===== src/sv/rgbenc_pkg.sv =====
// ----------------------------------------------------------------------------
// rgbenc_pkg
// Shared types, constants and the gamma table of the RGB LED bit encoder.
// ----------------------------------------------------------------------------
`timescale 1ns / 1ps

package rgbenc_pkg;

   // Field widths
   localparam int unsigned CMD_W   = 2;
   localparam int unsigned CHAN_W  = 8;
   localparam int unsigned PW_W    = 6;
   localparam int unsigned SLOT_W  = 7;
   localparam int unsigned CSR_IDX_W  = 2;
   localparam int unsigned CSR_DATA_W = 7;
   localparam int unsigned BITS_PER_PIXEL = 3 * CHAN_W;

   // Slot counts saturate here
   localparam logic [SLOT_W-1:0] MAX_SLOTS   = 7'd64;
   localparam logic [SLOT_W-1:0] PIXEL_SYMS  = 7'd24;
   localparam logic [SLOT_W-1:0] ONE_SLOT    = 7'd1;

   // Register reset values
   localparam logic [PW_W-1:0]   HIGH_COMPARE_RST = 6'd22;
   localparam logic [PW_W-1:0]   LOW_COMPARE_RST  = 6'd8;
   localparam logic [SLOT_W-1:0] LEAD_SLOTS_RST   = 7'd64;
   localparam logic [SLOT_W-1:0] TRAIL_SLOTS_RST  = 7'd64;

   // Register indexes
   localparam logic [CSR_IDX_W-1:0] CSR_HIGH_COMPARE = 2'd0;
   localparam logic [CSR_IDX_W-1:0] CSR_LOW_COMPARE  = 2'd1;
   localparam logic [CSR_IDX_W-1:0] CSR_LEAD_SLOTS   = 2'd2;
   localparam logic [CSR_IDX_W-1:0] CSR_TRAIL_SLOTS  = 2'd3;

   typedef enum logic [CMD_W-1:0] {
      CMD_START = 2'd0,
      CMD_PIXEL = 2'd1,
      CMD_END   = 2'd2,
      CMD_NONE  = 2'd3
   } command_type;

   typedef enum logic {
      ST_IDLE = 1'b0,
      ST_RUN  = 1'b1
   } state_type;

   // Sequencer to datapath control
   typedef struct packed {
      logic load;    // load shifter with gamma-corrected pixel
      logic shift;   // advance shifter by one bit
      logic emit;    // write one symbol into the output register
      logic pixel;   // symbol is a data bit, not an idle slot
      logic last;    // final symbol of the request
      logic done;    // final slot of an end-frame run
      logic pwr;     // power enable reported with done
   } seq_ctrl_type;

   // Gamma table: floor(255*(i/255)^2.8 + 0.5)
   localparam logic [CHAN_W-1:0] GAMMA_ROM [0:255] = '{
      8'd0,   8'd0,   8'd0,   8'd0,   8'd0,   8'd0,   8'd0,   8'd0,   8'd0,   8'd0,
      8'd0,   8'd0,   8'd0,   8'd0,   8'd0,   8'd0,   8'd0,   8'd0,   8'd0,   8'd0,
      8'd0,   8'd0,   8'd0,   8'd0,   8'd0,   8'd0,   8'd0,   8'd0,   8'd1,   8'd1,
      8'd1,   8'd1,   8'd1,   8'd1,   8'd1,   8'd1,   8'd1,   8'd1,   8'd1,   8'd1,
      8'd1,   8'd2,   8'd2,   8'd2,   8'd2,   8'd2,   8'd2,   8'd2,   8'd2,   8'd3,
      8'd3,   8'd3,   8'd3,   8'd3,   8'd3,   8'd3,   8'd4,   8'd4,   8'd4,   8'd4,
      8'd4,   8'd5,   8'd5,   8'd5,   8'd5,   8'd6,   8'd6,   8'd6,   8'd6,   8'd7,
      8'd7,   8'd7,   8'd7,   8'd8,   8'd8,   8'd8,   8'd9,   8'd9,   8'd9,   8'd10,
      8'd10,  8'd10,  8'd11,  8'd11,  8'd11,  8'd12,  8'd12,  8'd13,  8'd13,  8'd13,
      8'd14,  8'd14,  8'd15,  8'd15,  8'd16,  8'd16,  8'd17,  8'd17,  8'd18,  8'd18,
      8'd19,  8'd19,  8'd20,  8'd20,  8'd21,  8'd21,  8'd22,  8'd22,  8'd23,  8'd24,
      8'd24,  8'd25,  8'd25,  8'd26,  8'd27,  8'd27,  8'd28,  8'd29,  8'd29,  8'd30,
      8'd31,  8'd32,  8'd32,  8'd33,  8'd34,  8'd35,  8'd35,  8'd36,  8'd37,  8'd38,
      8'd39,  8'd39,  8'd40,  8'd41,  8'd42,  8'd43,  8'd44,  8'd45,  8'd46,  8'd47,
      8'd48,  8'd49,  8'd50,  8'd50,  8'd51,  8'd52,  8'd54,  8'd55,  8'd56,  8'd57,
      8'd58,  8'd59,  8'd60,  8'd61,  8'd62,  8'd63,  8'd64,  8'd66,  8'd67,  8'd68,
      8'd69,  8'd70,  8'd72,  8'd73,  8'd74,  8'd75,  8'd77,  8'd78,  8'd79,  8'd81,
      8'd82,  8'd83,  8'd85,  8'd86,  8'd87,  8'd89,  8'd90,  8'd92,  8'd93,  8'd95,
      8'd96,  8'd98,  8'd99,  8'd101, 8'd102, 8'd104, 8'd105, 8'd107, 8'd109, 8'd110,
      8'd112, 8'd114, 8'd115, 8'd117, 8'd119, 8'd120, 8'd122, 8'd124, 8'd126, 8'd127,
      8'd129, 8'd131, 8'd133, 8'd135, 8'd137, 8'd138, 8'd140, 8'd142, 8'd144, 8'd146,
      8'd148, 8'd150, 8'd152, 8'd154, 8'd156, 8'd158, 8'd160, 8'd162, 8'd164, 8'd167,
      8'd169, 8'd171, 8'd173, 8'd175, 8'd177, 8'd180, 8'd182, 8'd184, 8'd186, 8'd189,
      8'd191, 8'd193, 8'd196, 8'd198, 8'd200, 8'd203, 8'd205, 8'd208, 8'd210, 8'd213,
      8'd215, 8'd218, 8'd220, 8'd223, 8'd225, 8'd228, 8'd231, 8'd233, 8'd236, 8'd239,
      8'd241, 8'd244, 8'd247, 8'd249, 8'd252, 8'd255
   };

endpackage


===== src/sv/rgb_led_gamma_bit_encoder_top.sv =====
// Turns start-frame, pixel and end-frame requests into a stream of timer
// compare counts, one symbol per clock while the output side takes them.
// A pixel request yields 24 symbols (gamma-corrected red, green, blue, MSB
// first), taking one bit of the symbol shifter per symbol; start frame yields
// min(lead_slots, 64) symbols, or none when that count is zero, end frame
// max(1, min(trail_slots, 64)) symbols, and an unused command none. A new
// request is taken in the cycle its predecessor's last symbol is written, so
// back-to-back requests leave no gap; stalls on the result side pause this.
// Write the registers only while the block is idle.
// ----------------------------------------------------------------------------
// rgb_led_gamma_bit_encoder_top
// Top level: register file, sequencer, symbol shifter and output register.
// ----------------------------------------------------------------------------
`timescale 1ns / 1ps

module rgb_led_gamma_bit_encoder_top
   import rgbenc_pkg::*;
(
   input  logic                   clock,
   input  logic                   reset,
   // request channel
   input  logic                   req_valid,
   output logic                   req_ready,
   input  logic [CMD_W-1:0]       req_command,
   input  logic [CHAN_W-1:0]      req_red,
   input  logic [CHAN_W-1:0]      req_green,
   input  logic [CHAN_W-1:0]      req_blue,
   // result channel
   output logic                   rsp_valid,
   input  logic                   rsp_ready,
   output logic [PW_W-1:0]        rsp_pulse_width,
   output logic                   rsp_run_last,
   output logic                   rsp_frame_done,
   output logic                   rsp_power_enable,
   // register write port
   input  logic                   csr_write_enable,
   input  logic [CSR_IDX_W-1:0]   csr_index,
   input  logic [CSR_DATA_W-1:0]  csr_write_data
);

   logic [PW_W-1:0]    high_compare_ff;
   logic [PW_W-1:0]    low_compare_ff;
   logic [SLOT_W-1:0]  lead_slots_ff;
   logic [SLOT_W-1:0]  trail_slots_ff;

   logic               rsp_valid_ff, rsp_valid_in;
   logic [PW_W-1:0]    pulse_width_ff, pulse_width_in;
   logic               run_last_ff;
   logic               frame_done_ff;
   logic               power_enable_ff;

   seq_ctrl_type       ctrl;
   logic               bit_out;
   logic               out_free;

   // Configuration registers
   always_ff @(posedge clock) begin
      if (reset) begin
         high_compare_ff <= HIGH_COMPARE_RST;
         low_compare_ff  <= LOW_COMPARE_RST;
         lead_slots_ff   <= LEAD_SLOTS_RST;
         trail_slots_ff  <= TRAIL_SLOTS_RST;
      end else if (csr_write_enable) begin
         case (csr_index)
            CSR_HIGH_COMPARE: high_compare_ff <= csr_write_data[PW_W-1:0];
            CSR_LOW_COMPARE:  low_compare_ff  <= csr_write_data[PW_W-1:0];
            CSR_LEAD_SLOTS:   lead_slots_ff   <= csr_write_data[SLOT_W-1:0];
            CSR_TRAIL_SLOTS:  trail_slots_ff  <= csr_write_data[SLOT_W-1:0];
            default: ;
         endcase
      end
   end

   assign out_free = !rsp_valid_ff || rsp_ready;

   rgbenc_seq u_seq (
      .clock       (clock),
      .reset       (reset),
      .req_valid   (req_valid),
      .req_command (req_command),
      .req_red     (req_red),
      .req_green   (req_green),
      .req_blue    (req_blue),
      .lead_slots  (lead_slots_ff),
      .trail_slots (trail_slots_ff),
      .out_free    (out_free),
      .req_ready   (req_ready),
      .ctrl        (ctrl)
   );

   rgbenc_shift u_shift (
      .clock   (clock),
      .ctrl    (ctrl),
      .red     (req_red),
      .green   (req_green),
      .blue    (req_blue),
      .bit_out (bit_out)
   );

   // Output register
   always_comb begin
      rsp_valid_in = rsp_valid_ff;
      if (ctrl.emit) begin
         rsp_valid_in = 1'b1;
      end else if (rsp_ready) begin
         rsp_valid_in = 1'b0;
      end
      if (ctrl.pixel) begin
         pulse_width_in = bit_out ? high_compare_ff : low_compare_ff;
      end else begin
         pulse_width_in = '0;
      end
   end

   always_ff @(posedge clock) begin
      if (reset) begin
         rsp_valid_ff <= 1'b0;
      end else begin
         rsp_valid_ff <= rsp_valid_in;
      end
   end

   always_ff @(posedge clock) begin
      if (ctrl.emit) begin
         pulse_width_ff  <= pulse_width_in;
         run_last_ff     <= ctrl.last;
         frame_done_ff   <= ctrl.done;
         power_enable_ff <= ctrl.pwr;
      end
   end

   assign rsp_valid        = rsp_valid_ff;
   assign rsp_pulse_width  = pulse_width_ff;
   assign rsp_run_last     = run_last_ff;
   assign rsp_frame_done   = frame_done_ff;
   assign rsp_power_enable = power_enable_ff;

   // A pixel request keeps the block busy past the next cycle
   a_pixel_busy: assert property (@(posedge clock) disable iff (reset)
      (req_valid && req_ready && req_command == CMD_PIXEL) |=> !req_ready)
      else $error("request taken during pixel run");

   // Frame done only on the last symbol of a run
   a_done_last: assert property (@(posedge clock) disable iff (reset)
      (rsp_valid && rsp_frame_done) |-> rsp_run_last)
      else $error("frame done without run last");

   // Power enable travels only with frame done
   a_pwr_done: assert property (@(posedge clock) disable iff (reset)
      (rsp_valid && rsp_power_enable) |-> rsp_frame_done)
      else $error("power enable outside frame done");

   // The final end-frame slot carries zero width
   a_idle_zero: assert property (@(posedge clock) disable iff (reset)
      (rsp_valid && rsp_frame_done) |-> (rsp_pulse_width == '0))
      else $error("nonzero width on trailing slot");

endmodule


===== src/sv/rgbenc_shift.sv =====
// ----------------------------------------------------------------------------
// rgbenc_shift
// Symbol shifter: loads the gamma-corrected pixel, red then green then blue,
// and hands out one bit per symbol, MSB first.
// ----------------------------------------------------------------------------
`timescale 1ns / 1ps

module rgbenc_shift
   import rgbenc_pkg::*;
(
   input  logic                clock,
   input  seq_ctrl_type        ctrl,
   input  logic [CHAN_W-1:0]   red,
   input  logic [CHAN_W-1:0]   green,
   input  logic [CHAN_W-1:0]   blue,
   output logic                bit_out
);

   logic [BITS_PER_PIXEL-1:0] bits_ff;
   logic [BITS_PER_PIXEL-1:0] bits_in;

   // Load wins over shift; shift moves the next bit into the MSB
   always_comb begin
      bits_in = bits_ff;
      if (ctrl.load) begin
         bits_in = {GAMMA_ROM[red], GAMMA_ROM[green], GAMMA_ROM[blue]};
      end else if (ctrl.shift) begin
         bits_in = {bits_ff[BITS_PER_PIXEL-2:0], 1'b0};
      end
   end

   always_ff @(posedge clock) begin
      bits_ff <= bits_in;
   end

   assign bit_out = bits_ff[BITS_PER_PIXEL-1];

endmodule


===== src/sv/rgbenc_seq.sv =====
// ----------------------------------------------------------------------------
// rgbenc_seq
// Request sequencer: slot counter, command register and the lit flag.
// ----------------------------------------------------------------------------
`timescale 1ns / 1ps

module rgbenc_seq
   import rgbenc_pkg::*;
(
   input  logic                clock,
   input  logic                reset,
   input  logic                req_valid,
   input  logic [CMD_W-1:0]    req_command,
   input  logic [CHAN_W-1:0]   req_red,
   input  logic [CHAN_W-1:0]   req_green,
   input  logic [CHAN_W-1:0]   req_blue,
   input  logic [SLOT_W-1:0]   lead_slots,
   input  logic [SLOT_W-1:0]   trail_slots,
   input  logic                out_free,
   output logic                req_ready,
   output seq_ctrl_type        ctrl
);

   state_type          state_ff, state_in;
   command_type        cmd_ff, cmd_in;
   logic [SLOT_W-1:0]  remain_ff, remain_in;
   logic               any_lit_ff, any_lit_in;

   command_type        req_cmd;
   logic               accept;
   logic               emit;
   logic               final_sym;
   logic [SLOT_W-1:0]  lead_count;
   logic [SLOT_W-1:0]  trail_count;
   logic [SLOT_W-1:0]  start_count;
   state_type          start_state;

   assign req_cmd = command_type'(req_command);

   // Saturated slot counts; end frame always emits at least one slot
   always_comb begin
      lead_count  = (lead_slots > MAX_SLOTS) ? MAX_SLOTS : lead_slots;
      trail_count = (trail_slots > MAX_SLOTS) ? MAX_SLOTS : trail_slots;
      if (trail_count == '0) begin
         trail_count = ONE_SLOT;
      end
   end

   // Symbol count and state taken on by a new request
   always_comb begin
      start_count = '0;
      start_state = ST_IDLE;
      case (req_cmd)
         CMD_START: begin
            start_count = lead_count;
            start_state = (lead_count != '0) ? ST_RUN : ST_IDLE;
         end
         CMD_PIXEL: begin
            start_count = PIXEL_SYMS;
            start_state = ST_RUN;
         end
         CMD_END: begin
            start_count = trail_count;
            start_state = ST_RUN;
         end
         default: begin
            start_count = '0;
            start_state = ST_IDLE;
         end
      endcase
   end

   assign emit      = (state_ff == ST_RUN) && out_free;
   assign final_sym = emit && (remain_ff == ONE_SLOT);
   assign accept    = req_valid && req_ready;

   // Next state
   always_comb begin
      state_in = state_ff;
      case (state_ff)
         ST_IDLE: begin
            if (accept) begin
               state_in = start_state;
            end
         end
         ST_RUN: begin
            if (final_sym) begin
               state_in = accept ? start_state : ST_IDLE;
            end
         end
         default: begin
            state_in = ST_IDLE;
         end
      endcase
   end

   // Outputs: ready when idle, or as the final symbol goes out
   always_comb begin
      req_ready  = (state_ff == ST_IDLE) || final_sym;
      ctrl.load  = accept && (req_cmd == CMD_PIXEL);
      ctrl.shift = emit && (cmd_ff == CMD_PIXEL);
      ctrl.emit  = emit;
      ctrl.pixel = (cmd_ff == CMD_PIXEL);
      ctrl.last  = final_sym;
      ctrl.done  = final_sym && (cmd_ff == CMD_END);
      ctrl.pwr   = final_sym && (cmd_ff == CMD_END) && any_lit_ff;
   end

   // Counter, command and lit flag
   always_comb begin
      cmd_in     = cmd_ff;
      remain_in  = remain_ff;
      any_lit_in = any_lit_ff;
      if (emit) begin
         remain_in = remain_ff - ONE_SLOT;
      end
      if (accept) begin
         cmd_in    = req_cmd;
         remain_in = start_count;
         if (req_cmd == CMD_START) begin
            any_lit_in = 1'b0;
         end else if (req_cmd == CMD_PIXEL &&
                      (req_red != '0 || req_green != '0 || req_blue != '0)) begin
            any_lit_in = 1'b1;
         end
      end
   end

   always_ff @(posedge clock) begin
      if (reset) begin
         state_ff   <= ST_IDLE;
         cmd_ff     <= CMD_NONE;
         remain_ff  <= '0;
         any_lit_ff <= 1'b0;
      end else begin
         state_ff   <= state_in;
         cmd_ff     <= cmd_in;
         remain_ff  <= remain_in;
         any_lit_ff <= any_lit_in;
      end
   end

endmodule

===== config.mk =====
export PLATFORM = sky130hd
export DESIGN_NAME = rgb_led_gamma_bit_encoder_top
export DESIGN_NICKNAME = d
export VERILOG_FILES = /design/src/sv/rgbenc_pkg.sv /design/src/sv/rgb_led_gamma_bit_encoder_top.sv /design/src/sv/rgbenc_shift.sv /design/src/sv/rgbenc_seq.sv
export SDC_FILE = /design/constraint.sdc
export NUM_CORES = 1
export LEC_CHECK = 0
export BUFFER_PORTS_ARGS = -buffer_cell sky130_fd_sc_hd__buf_2
export CAP_MARGIN = 20
export CORE_ASPECT_RATIO = 1.4
export CORE_MARGIN = 3
export CORE_UTILIZATION = 40
export CTS_BUF_LIST = sky130_fd_sc_hd__clkbuf_4
export DETAILED_ROUTE_END_ITERATION = 10
export GPL_TIMING_DRIVEN = 0
export MAX_ROUTING_LAYER = met4
export PLACE_DENSITY = 0.57
export SYNTH_ARGS = -nofsm -noshare
export SYNTH_HDL_FRONTEND = slang
export SYNTH_HIERARCHICAL = 1
export SYNTH_SLANG_ARGS = --single-unit

===== constraint.sdc =====
create_clock -name clock -period 3 [get_ports clock]
set_input_delay 0.15 -clock clock [delete_from_list [all_inputs] [get_ports clock]]
set_output_delay 0.15 -clock clock [all_outputs]
set_load 0.005 [all_outputs]

==> flow_summary.yaml, run 1 <==
worst_setup_path:
  worstPathMaxFanout: 24
  cp_data_arrival_time_ps: 2960
  crit_chain: "or4_4 -> o22ai_4 -> buf_4 -> and2_2 -> clkbuf_4 -> clkbuf_4 -> or2_4"
  worstPathRequired_ps: 3080
  timing.rr.start: "u_seq/remain_ff[4]"
  r2r_slack_ps: 120
  slowest_delay_ps: 600
  crit_path_end_kind: "flip-flop"
  crit_path_frequent_cell: "clkbuf_4"
  reg2regPathDepth: 7
  cp-start-kind: "flip-flop"
  crit_type: "flip-flop to flip-flop"
  cpMaxStageDelayCell: "or4_4"
  reg2reg_to: "u_shift/bits_ff[1]"
timing:
  final.setup.worst_slack_ps: 115
  drv_slew: 0
  maxSlewHeadroom_pct: 50.5
  worst_pin_slew_ps: 743
  fin_tns_setup_ps: 0
  fin_crit_sh_pct: 96.2
  min_period_ps: 2880
  max_freq_ghz: 0.347
  clock_skew_ps: 19.6
  whs_ps: 66.5
  hold_viol_final: 0
  finalSetupViolCount: 0
synthesis:
  synthFlopType: "dfxtp_1"
  ys_async_sr_fraction_pct: 0
  netlist_area_mm2: 0.00787
  synth_area_leader_cell: "edfxtp_1"
  synth-seq-area-share_pct: 22.3
  synth_warnings: 6
  synth_top_area_share_pct: 12.6
  synth.net_count: 1131
  yosysMostFrequentCell: "nand2_1"
  synth_common_cells: "nand2_1, nor2_1, a21oi_1, nand2b_1, o21ai_0"
  synth_top_cells_by_area: "edfxtp_1, dfxtp_1, ha_1"
  synth-seq-cells: 71
  synth_edf_count: 33
  syn_area_per_cell_um2: 7.63
  ys_types: 84
  syn_inst: 1032
finish:
  drive_above_1_share_pct: 12.3
  syn_to_final_growth_pct: 9.98
  fin_area_mm2: 0.00866
  fill_cells: 1990
  nets: 1198
die:
  io_pins: 51
  rows: 60
  core_area_mm2: 0.0193
  die_height_um: 172
  die_width_um: 125
  initial_core_util_pct: 40.8
  die-area_mm2: 0.0214
detailed_routing:
  drt-wirelength-per-cell_um: 20.7
  drt_wl_total_um: 28000
  via_count: 8705
  drt_pass1_iterations: 6
  drc_errors: 0
  post_drt_via_cell_ratio: 6.43
  postRouteAntennaNets: 0
  drt_iter0_drc: 1223
cts:
  numCtsBuffers: 9
  clock-sinks: 71
  htreeDepth: 3
  insertion_delay_ps: 420
  clock_path_buffers: 2
  cts_tree: "built"
  root_buffer: "clkbuf_4"
  clkSlewWorstSetupHoldPaths_ps: 110
placement:
  placed_area_mm2: 0.00843
  io_buffers: 50
  pre_cts_ws_ps: -665
  dp.final_hpwl_um: 20700
  gp_congestion: 0.988
global_routing:
  grt_pass1_wl_um: 43500
  grt_start_max_net_pins: 25
  grt_usage_pct: 25.5
  grt_overflow: 0
  grt_pass1_vias: 8051
  antenna_found_initial: 1
pwr:
  p_int_uw: 1740
  power_frac_clock_pct: 21.9
  leakage_uw: 0.00339
  netSwitchingFraction_pct: 37.3
  combPwrFrac_pct: 37.9
  p_seq_share_pct: 40.2
  power.density_mw_per_mm2: 321
  ir_drop_mv: 0.252
  p_sw_uw: 1040
hold_path:
  hold_path_class: "input port to flip-flop"
  hold_depth: 3
  min_to: "u_seq/remain_ff[1]"
  min_from: "req_valid"
run_status:
  outcome: "completed"
flow_run:
  cap_viol_max_count: 0
## area by class of cell
| cell class | count | area, µm² | area share, % |
|---|---|---|---|
| Tap cell | 248 | 310 | 3.58 |
| Clock inverter | 4 | 46.3 | 0.535 |
| Antenna cell | 1 | 2.50 | 0.0289 |
| Inverter | 39 | 150 | 1.73 |
| Clock buffer | 12 | 90.1 | 1.04 |
| Sequential cell | 71 | 1750 | 20.2 |
| Multi-Input combinational cell | 831 | 5590 | 64.5 |
| Timing Repair Buffer | 57 | 315 | 3.64 |
| Buffer | 90 | 405 | 4.68 |
## per-layer routing
layer | vias to the layer above | part of all wire [%] | GRT usage, %
met1 | 4069 | 41 | 31.5
met2 | 536 | 48 | 42.2
met3 | 112 | 6.8 | 1.92
met5 | - | 0 | -
met4 | 0 | 4.4 | 12.7
li1 | 3988 | - | -
## cells in the final DEF, fill, tap and decap left out, types with 6 or more instances in the layout
cell type / count
a211oi_1: 24
o211ai_1: 26
nand4_1: 7
edfxtp_1: 33
a221oi_1: 9
nand3_1: 21
buf_2: 81
clkbuf_1: 40
nor3_1: 21
o21ai_0: 60
nor2_1: 83
clkbuf_4: 14
nand2b_1: 62
nand2_1: 92
buf_4: 7
a22oi_1: 7
a211o_1: 10
a2111oi_0: 6
and2_1: 6
buf_1: 10
a31oi_1: 27
ha_1: 59
nor4_1: 17
a21oi_1: 77
dfxtp_1: 38
mux2i_1: 46
nor2b_1: 19
o22ai_1: 16
a311oi_1: 10
inv_1: 31
inv_2: 6
## per-stage QoR
step / std cells / util, % / total power [µW]
2_1_floorplan: 1032 / - / 1820
3_3_place_gp: 1330 / 43.7 / 2160
3_5_place_dp: 1330 / 43.7 / 2150
4_1_cts: 1351 / 44.7 / 2770
5_1_grt: 1353 / 44.9 / 2940
6_report: 1353 / 44.9 / 2780
## kinds of logic after synthesis
logic type | after synthesis | share of synthesized area, %
XOR/XNOR | 6 | 0.668
AND/OR/NAND/NOR | 363 | 23.1
AO/OA/AOI/OAI | 348 | 30.2
adder cells (fa/ha/maj) | 59 | 9.38
buffers and inverters | 130 | 6.93
flip-flops | 71 | 22.3
multiplexers | 55 | 7.42
## repair_timing
action | 4_1_cts | 5_1_grt
setup buffers | 0 | 2
setup endpoints to repair | 42 | 33
hold endpoints to repair | 6 | 0
pin swaps | 1 | 0
hold buffers | 5 | 0
gates resized for setup | 6 | 5
## power groups by stage
stage / clock, µW / sequential, µW / combinational [µW]
finish: 609 / 1120 / 1050
global route: 676 / 1120 / 1140
CTS: 631 / 1120 / 1020
detailed placement: 0 / 1140 / 1010
global placement: 0 / 1140 / 1020
floorplan: 0 / 1130 / 696
## worst max-delay path: cells and delay by family, from the launching register on
kind | cells | cell delay, ps
flops | 1 | 390
simple gates | 3 | 1190
buf+inv | 3 | 730
compound gates | 1 | 220
## registers in the layout, indices dropped and copies added, names as in the netlist, 2 cells and up
signal,cells
high_compare_ff,6
low_compare_ff,6
u_shift/bits_ff,24
rsp_pulse_width,6
u_seq/cmd_ff,2
lead_slots_ff,7
trail_slots_ff,7
u_seq/remain_ff,7
## worst max path at each step
stage	from	endpoint	slack, ps	cells past startpoint
floorplan	u_seq/remain_ff[4]	u_shift/bits_ff[0]	160	7
global placement	u_seq/remain_ff[4]	u_shift/bits_ff[11]	-660	7
detailed placement	u_seq/remain_ff[4]	u_shift/bits_ff[11]	-670	7
CTS	u_seq/remain_ff[4]	u_shift/bits_ff[1]	40	8
global route	u_seq/remain_ff[4]	u_shift/bits_ff[10]	-2	9
finish	u_seq/remain_ff[4]	u_shift/bits_ff[1]	120	7
No activity file was read; power rests on OpenSTA's default activity.
==> run 2: changes to the inputs <==
CORE_MARGIN = 1.5   (was 3)
REMOVE_ABC_BUFFERS = 1   (was not set)
==> run 2 against run 1 <==
Critical path depth up 1. Via count down 9.4%. Register-to-register slack improved by 140 ps. Cell count fell by 6.7%. Non-clock buffer count is 90 lower. Core utilization decreased by 1.9 points. Largest power group unchanged. Combinational power decreased by 8%. Wire length is 15% lower. Clock power grew 0.7%. Largest cell class unchanged. Worst setup slack improved by 140 ps. Sequential power barely moved. Highest routed layer unchanged.
==> flow_summary.yaml, run 2 (same netlist as run 1, synthesis figures left out) <==
run_status:
  outcome: "completed"
die:
  die_width_um: 122
  initial_core_util_pct: 41.0
  rows: 60
  io_pins: 51
  die-area_mm2: 0.0205
  core_area_mm2: 0.0192
  die_height_um: 169
detailed_routing:
  wl_met3_um: 967
  top_layer: "met4"
  post_drt_via_cell_ratio: 6.24
  met2WireLength_um: 12000
  drt_pass1_iterations: 5
  drt_wl_total_um: 23900
  drt_iter0_drc: 656
  drt-wirelength-per-cell_um: 18.9
  wl_met1_um: 10400
  drc_errors: 0
  postRouteAntennaNets: 0
  via_count: 7883
cts:
  clkSlewWorstSetupHoldPaths_ps: 130
  numCtsBuffers: 9
  clock_path_buffers: 2
  clock-sinks: 71
  insertion_delay_ps: 430
  htreeDepth: 3
  cts_tree: "built"
  root_buffer: "clkbuf_4"
finish:
  layout_common_cells: "nand2_1, nor2_1, a21oi_1, nand2b_1, o21ai_0"
  fin_cells: 1263
  drive_above_1_share_pct: 9.66
  nets: 1108
  syn_to_final_growth_pct: 4.80
  largest_reg_flops: 24
  top_register: "u_shift/bits_ff"
  layout_commonest_cell: "nand2_1"
global_routing:
  antenna_found_initial: 1
  grt_pass1_wl_um: 38400
  grt_start_max_net_pins: 54
  grt_usage_pct: 23.7
  grt_overflow: 0
  grt_pass1_vias: 7336
timing:
  finalSetupViolCount: 0
  max_freq_ghz: 0.364
  fin_tns_setup_ps: 0
  grt_setup_unrepaired: "no"
  drv_slew: 0
  worst_pin_slew_ps: 907
  min_period_ps: 2740
  fin_crit_sh_pct: 91.5
  final.setup.worst_slack_ps: 256
  maxSlewHeadroom_pct: 39.6
  clock_skew_ps: 19.1
  hold_viol_final: 0
pwr:
  combPwrFrac_pct: 35.7
  ir_drop_mv: 0.181
  leakage_uw: 0.00317
  power.density_mw_per_mm2: 326
  p_seq_share_pct: 41.5
  p_sw_uw: 998
  p_int_uw: 1690
  netSwitchingFraction_pct: 37.1
  power_frac_clock_pct: 22.8
worst_setup_path:
  crit_path_end_kind: "flip-flop"
  r2r_slack_ps: 260
  worstPathMaxFanout: 24
  cp_data_arrival_time_ps: 2950
  worstPathRequired_ps: 3200
  cp-start-kind: "flip-flop"
  crit_type: "flip-flop to flip-flop"
placement:
  dp.final_hpwl_um: 16400
  dp_cells: 1240
  pre_cts_ws_ps: -843
  io_buffers: 50
  gp_congestion: 0.931
hold_path:
  hold_path_class: "input port to flip-flop"
flow_run:
  cap_viol_max_count: 0
[run 2: cell count changes in the layout (fill, tap and decap cells not counted), sizes merged]
cell         delta
dlygate4sd3     -2
buf            -44
clkinvlp        -1
clkinv          +3
clkbuf         -46
[run 2: stage by stage]
stage	cell area (µm²)	hold WS [ps]	power [µW]	utilization (%)
final	8250	22.8	2690	42.9
after global routing	8250	28.4	2860	42.9
after CTS	8220	8.19	2690	42.8
after detailed placement	8050	426	2070	41.9
after global placement	8030	414	2070	41.8
after floorplan	7470	219	1720	-
[run 2: final cells by class]
cell class,instances,area (µm²)
diodes,1,2.50
clock buffers,10,75.1
clock inverters,6,60.1
fillers,2042,11000
inverters,39,148
multi-input cells,831,5580
flip-flops and latches,71,1750
well taps,248,310
repair buffers,57,318
[run 2: repair_timing]
action | 4_1_cts | 5_1_grt
pin swaps | 0 | 1
buffers inserted | 0 | 3
resized for setup | 4 | 0
endpoints found under the hold margin | 4 | 0
setup endpoints to repair | 41 | 26
hold buffers | 3 | 0
cloned | 0 | 0
[run 2: worst paths after layout]
check | startpoint | to | depth (start not counted)
setup / recovery | u_seq/remain_ff[4] | u_shift/bits_ff[1] | 8
hold / removal | csr_write_data[4] | high_compare_ff[4] | 3
setup reg to reg | u_seq/remain_ff[4] | u_shift/bits_ff[1] | 8
hold reg to reg | low_compare_ff[0] | low_compare_ff[0] | 2
[run 2: power groups by stage]
stage / Sequential, µW / Combinational (µW) / Clock, µW
after floorplan: 1130 / 586 / 0
after global placement: 1140 / 929 / 0
after detailed placement: 1140 / 929 / 0
after CTS: 1120 / 942 / 631
after global routing: 1120 / 1060 / 676
final: 1120 / 961 / 613
[run 2: worst max-delay path, cell delays in order, from the launching register on]
cell	delay [ps]
dfxtp_1	390
or4_4	610
o22ai_4	230
and2_4	370
buf_8	210
o21ai_1	80
a21oi_1	180
a31oi_1	130
o32a_1	300
[run 2: routing by layer]
layer / vias up / GRT usage (%)
li1: 3804 / -
met1: 3757 / 29.6
met2: 281 / 40.0
met3: 41 / 2.22
met4: 0 / 7.57
met5: - / -
==> run 3: changes to the inputs <==
HOLD_SLACK_MARGIN = 0.08   (was not set)
REMOVE_ABC_BUFFERS = not set   (was 1)
==> run 3 against run 2 <==
Critical path depth increased by 1. Power up 9.2%. Core utilization increased by 2.9 points. Die area unchanged. Global-route usage rose by 4.2 points. Sequential share of layout area down 1.3 points. Register-to-register slack got worse by 110 ps. Maximum frequency is 3.9% lower. Clock skew fell by 2.7 ps. First-iteration DRC count up 76%. Critical path type unchanged. Critical endpoint is now u_shift/bits_ff[18]. Largest power group unchanged. Highest routed layer unchanged.
==> flow_summary.yaml, run 3 (same netlist as run 1, synthesis figures left out) <==
run_status:
  outcome: "completed"
detailed_routing:
  postRouteAntennaNets: 0
  drt_wl_total_um: 27900
  post_drt_via_cell_ratio: 6.30
  via_count: 8582
  drt-wirelength-per-cell_um: 20.5
  drc_errors: 0
  drt_iter0_drc: 1153
  drt_pass1_iterations: 6
timing:
  max_freq_ghz: 0.350
  min_period_ps: 2860
  maxSlewHeadroom_pct: 52.0
  grt_setup_unrepaired: "no"
  hold_viol_final: 0
  worst_pin_slew_ps: 718
  fin_crit_sh_pct: 95.2
  clock_skew_ps: 16.4
  finalSetupViolCount: 0
  whs_ps: 148
  drv_slew: 0
worst_setup_path:
  cp_data_arrival_time_ps: 3020
  cp-start-kind: "flip-flop"
  worstPathRequired_ps: 3170
  crit_type: "flip-flop to flip-flop"
  crit_chain: "or4_4 -> o22ai_4 -> buf_4 -> and2_2 -> clkbuf_4 -> clkbuf_4 -> o21ai_0 -> o22ai_1 -> o41ai_1"
  cp_num_buf_inv: 3
  r2r_slack_ps: 140
  slowest_delay_ps: 600
  crit_path_frequent_cell: "clkbuf_4"
  worstPathMaxFanout: 11
  crit_path_end_kind: "flip-flop"
  cpMaxStageDelayCell: "or4_4"
  cp_top_family: "simple AND/OR/NAND/NOR gates"
cts:
  clock-sinks: 71
  root_buffer: "clkbuf_4"
  insertion_delay_ps: 420
  htreeDepth: 3
  cts_tree: "built"
  clkSlewWorstSetupHoldPaths_ps: 110
  numCtsBuffers: 9
  clock_path_buffers: 2
finish:
  layout_commonest_cell: "nand2_1"
  final_util_pct: 45.8
  syn_to_final_growth_pct: 11.8
  layout_common_cells: "nand2_1, nor2_1, buf_2, a21oi_1, nand2b_1"
  n_antenna_cell: 0
  fin_cells: 1362
  nets: 1208
  top_register: "u_shift/bits_ff"
  fill_cells: 2020
  largest_reg_flops: 24
  drive_above_1_share_pct: 11.9
flow_run:
  cap_viol_max_count: 0
global_routing:
  busiest_layer: "met2"
  grt_pass1_vias: 8126
  grt_overflow: 0
  grt_usage_pct: 27.8
  grt.met3_usage_pct: 3.37
  antenna_found_initial: 0
  met2_usage_pct: 45.7
  grt_pass1_wl_um: 44100
  grt_use_met1_pct: 33.8
  grt_start_max_net_pins: 14
pwr:
  p_total_uw: 2940
  ir_drop_mv: 0.238
  leakage_uw: 0.00343
  power.density_mw_per_mm2: 334
hold_path:
  hold_path_class: "input port to flip-flop"
placement:
  dp.final_hpwl_um: 20400
  gp_congestion: 0.954
  dp_cells: 1330
  io_buffers: 50
die:
  die-area_mm2: 0.0205
  core_area_mm2: 0.0192
  io_pins: 51
  die_height_um: 169
  die_width_um: 122
  initial_core_util_pct: 41.0
  rows: 60
==> run 3: worst paths after layout <==
check / end / from / depth (start not counted)
worst max-delay path: u_shift/bits_ff[18] / u_seq/remain_ff[4] / 9
worst min-delay path: lead_slots_ff[4] / csr_write_enable / 3
worst max register to register: u_shift/bits_ff[18] / u_seq/remain_ff[4] / 9
worst min register to register: low_compare_ff[5] / low_compare_ff[5] / 2
==> run 3: metrics by stage <==
| step | setup slack (ps) | instance area [µm²] | TNS, ps |
|---|---|---|---|
| finish | 145 | 8800 | 0 |
| global route | 5.39 | 8800 | 0 |
| CTS | 28.8 | 8780 | 0 |
| detailed placement | -724 | 8430 | -22080 |
| global placement | -674 | 8430 | -20430 |
| floorplan | 163 | 7870 | 0 |
==> run 3: power by group <==
| part | internal (µW) | total, µW | switching (µW) |
|---|---|---|---|
| Clock | 429 | 762 | 333 |
| Sequential | 1080 | 1110 | 36.8 |
| Combinational | 389 | 1060 | 673 |
==> run 3: final cells by class <==
| cell class | instances | area, µm² | share of cell area [%] |
|---|---|---|---|
| repair buffers | 65 | 400 | 4.55 |
| flip-flops and latches | 71 | 1750 | 19.9 |
| clock inverters | 6 | 108 | 1.22 |
| plain buffers | 91 | 407 | 4.62 |
| multi-input cells | 832 | 5600 | 63.6 |
| well taps | 248 | 310 | 3.53 |
| inverters | 39 | 150 | 1.71 |
| clock buffers | 10 | 75.1 | 0.853 |
==> run 3: repair_timing <==
item,in CTS,in global routing
pin swaps,1,0
gates cloned,1,0
hold endpoints to repair,27,0
hold buffers,15,0
resized for setup,5,5
endpoints found under the setup margin,43,20
buffers inserted,0,0
==> run 3: tightest hold or removal path: stages <==
cell and delay (ps):
buf_2 130, nand3b_1 140, mux2i_1 90
==> run 3: per-layer routing <==
layer | up-vias | routed length [µm]
met3 | 102 | 1940
li1 | 4004 | -
met5 | - | 0
met2 | 477 | 13400
met1 | 3999 | 11400
met4 | 0 | 1220
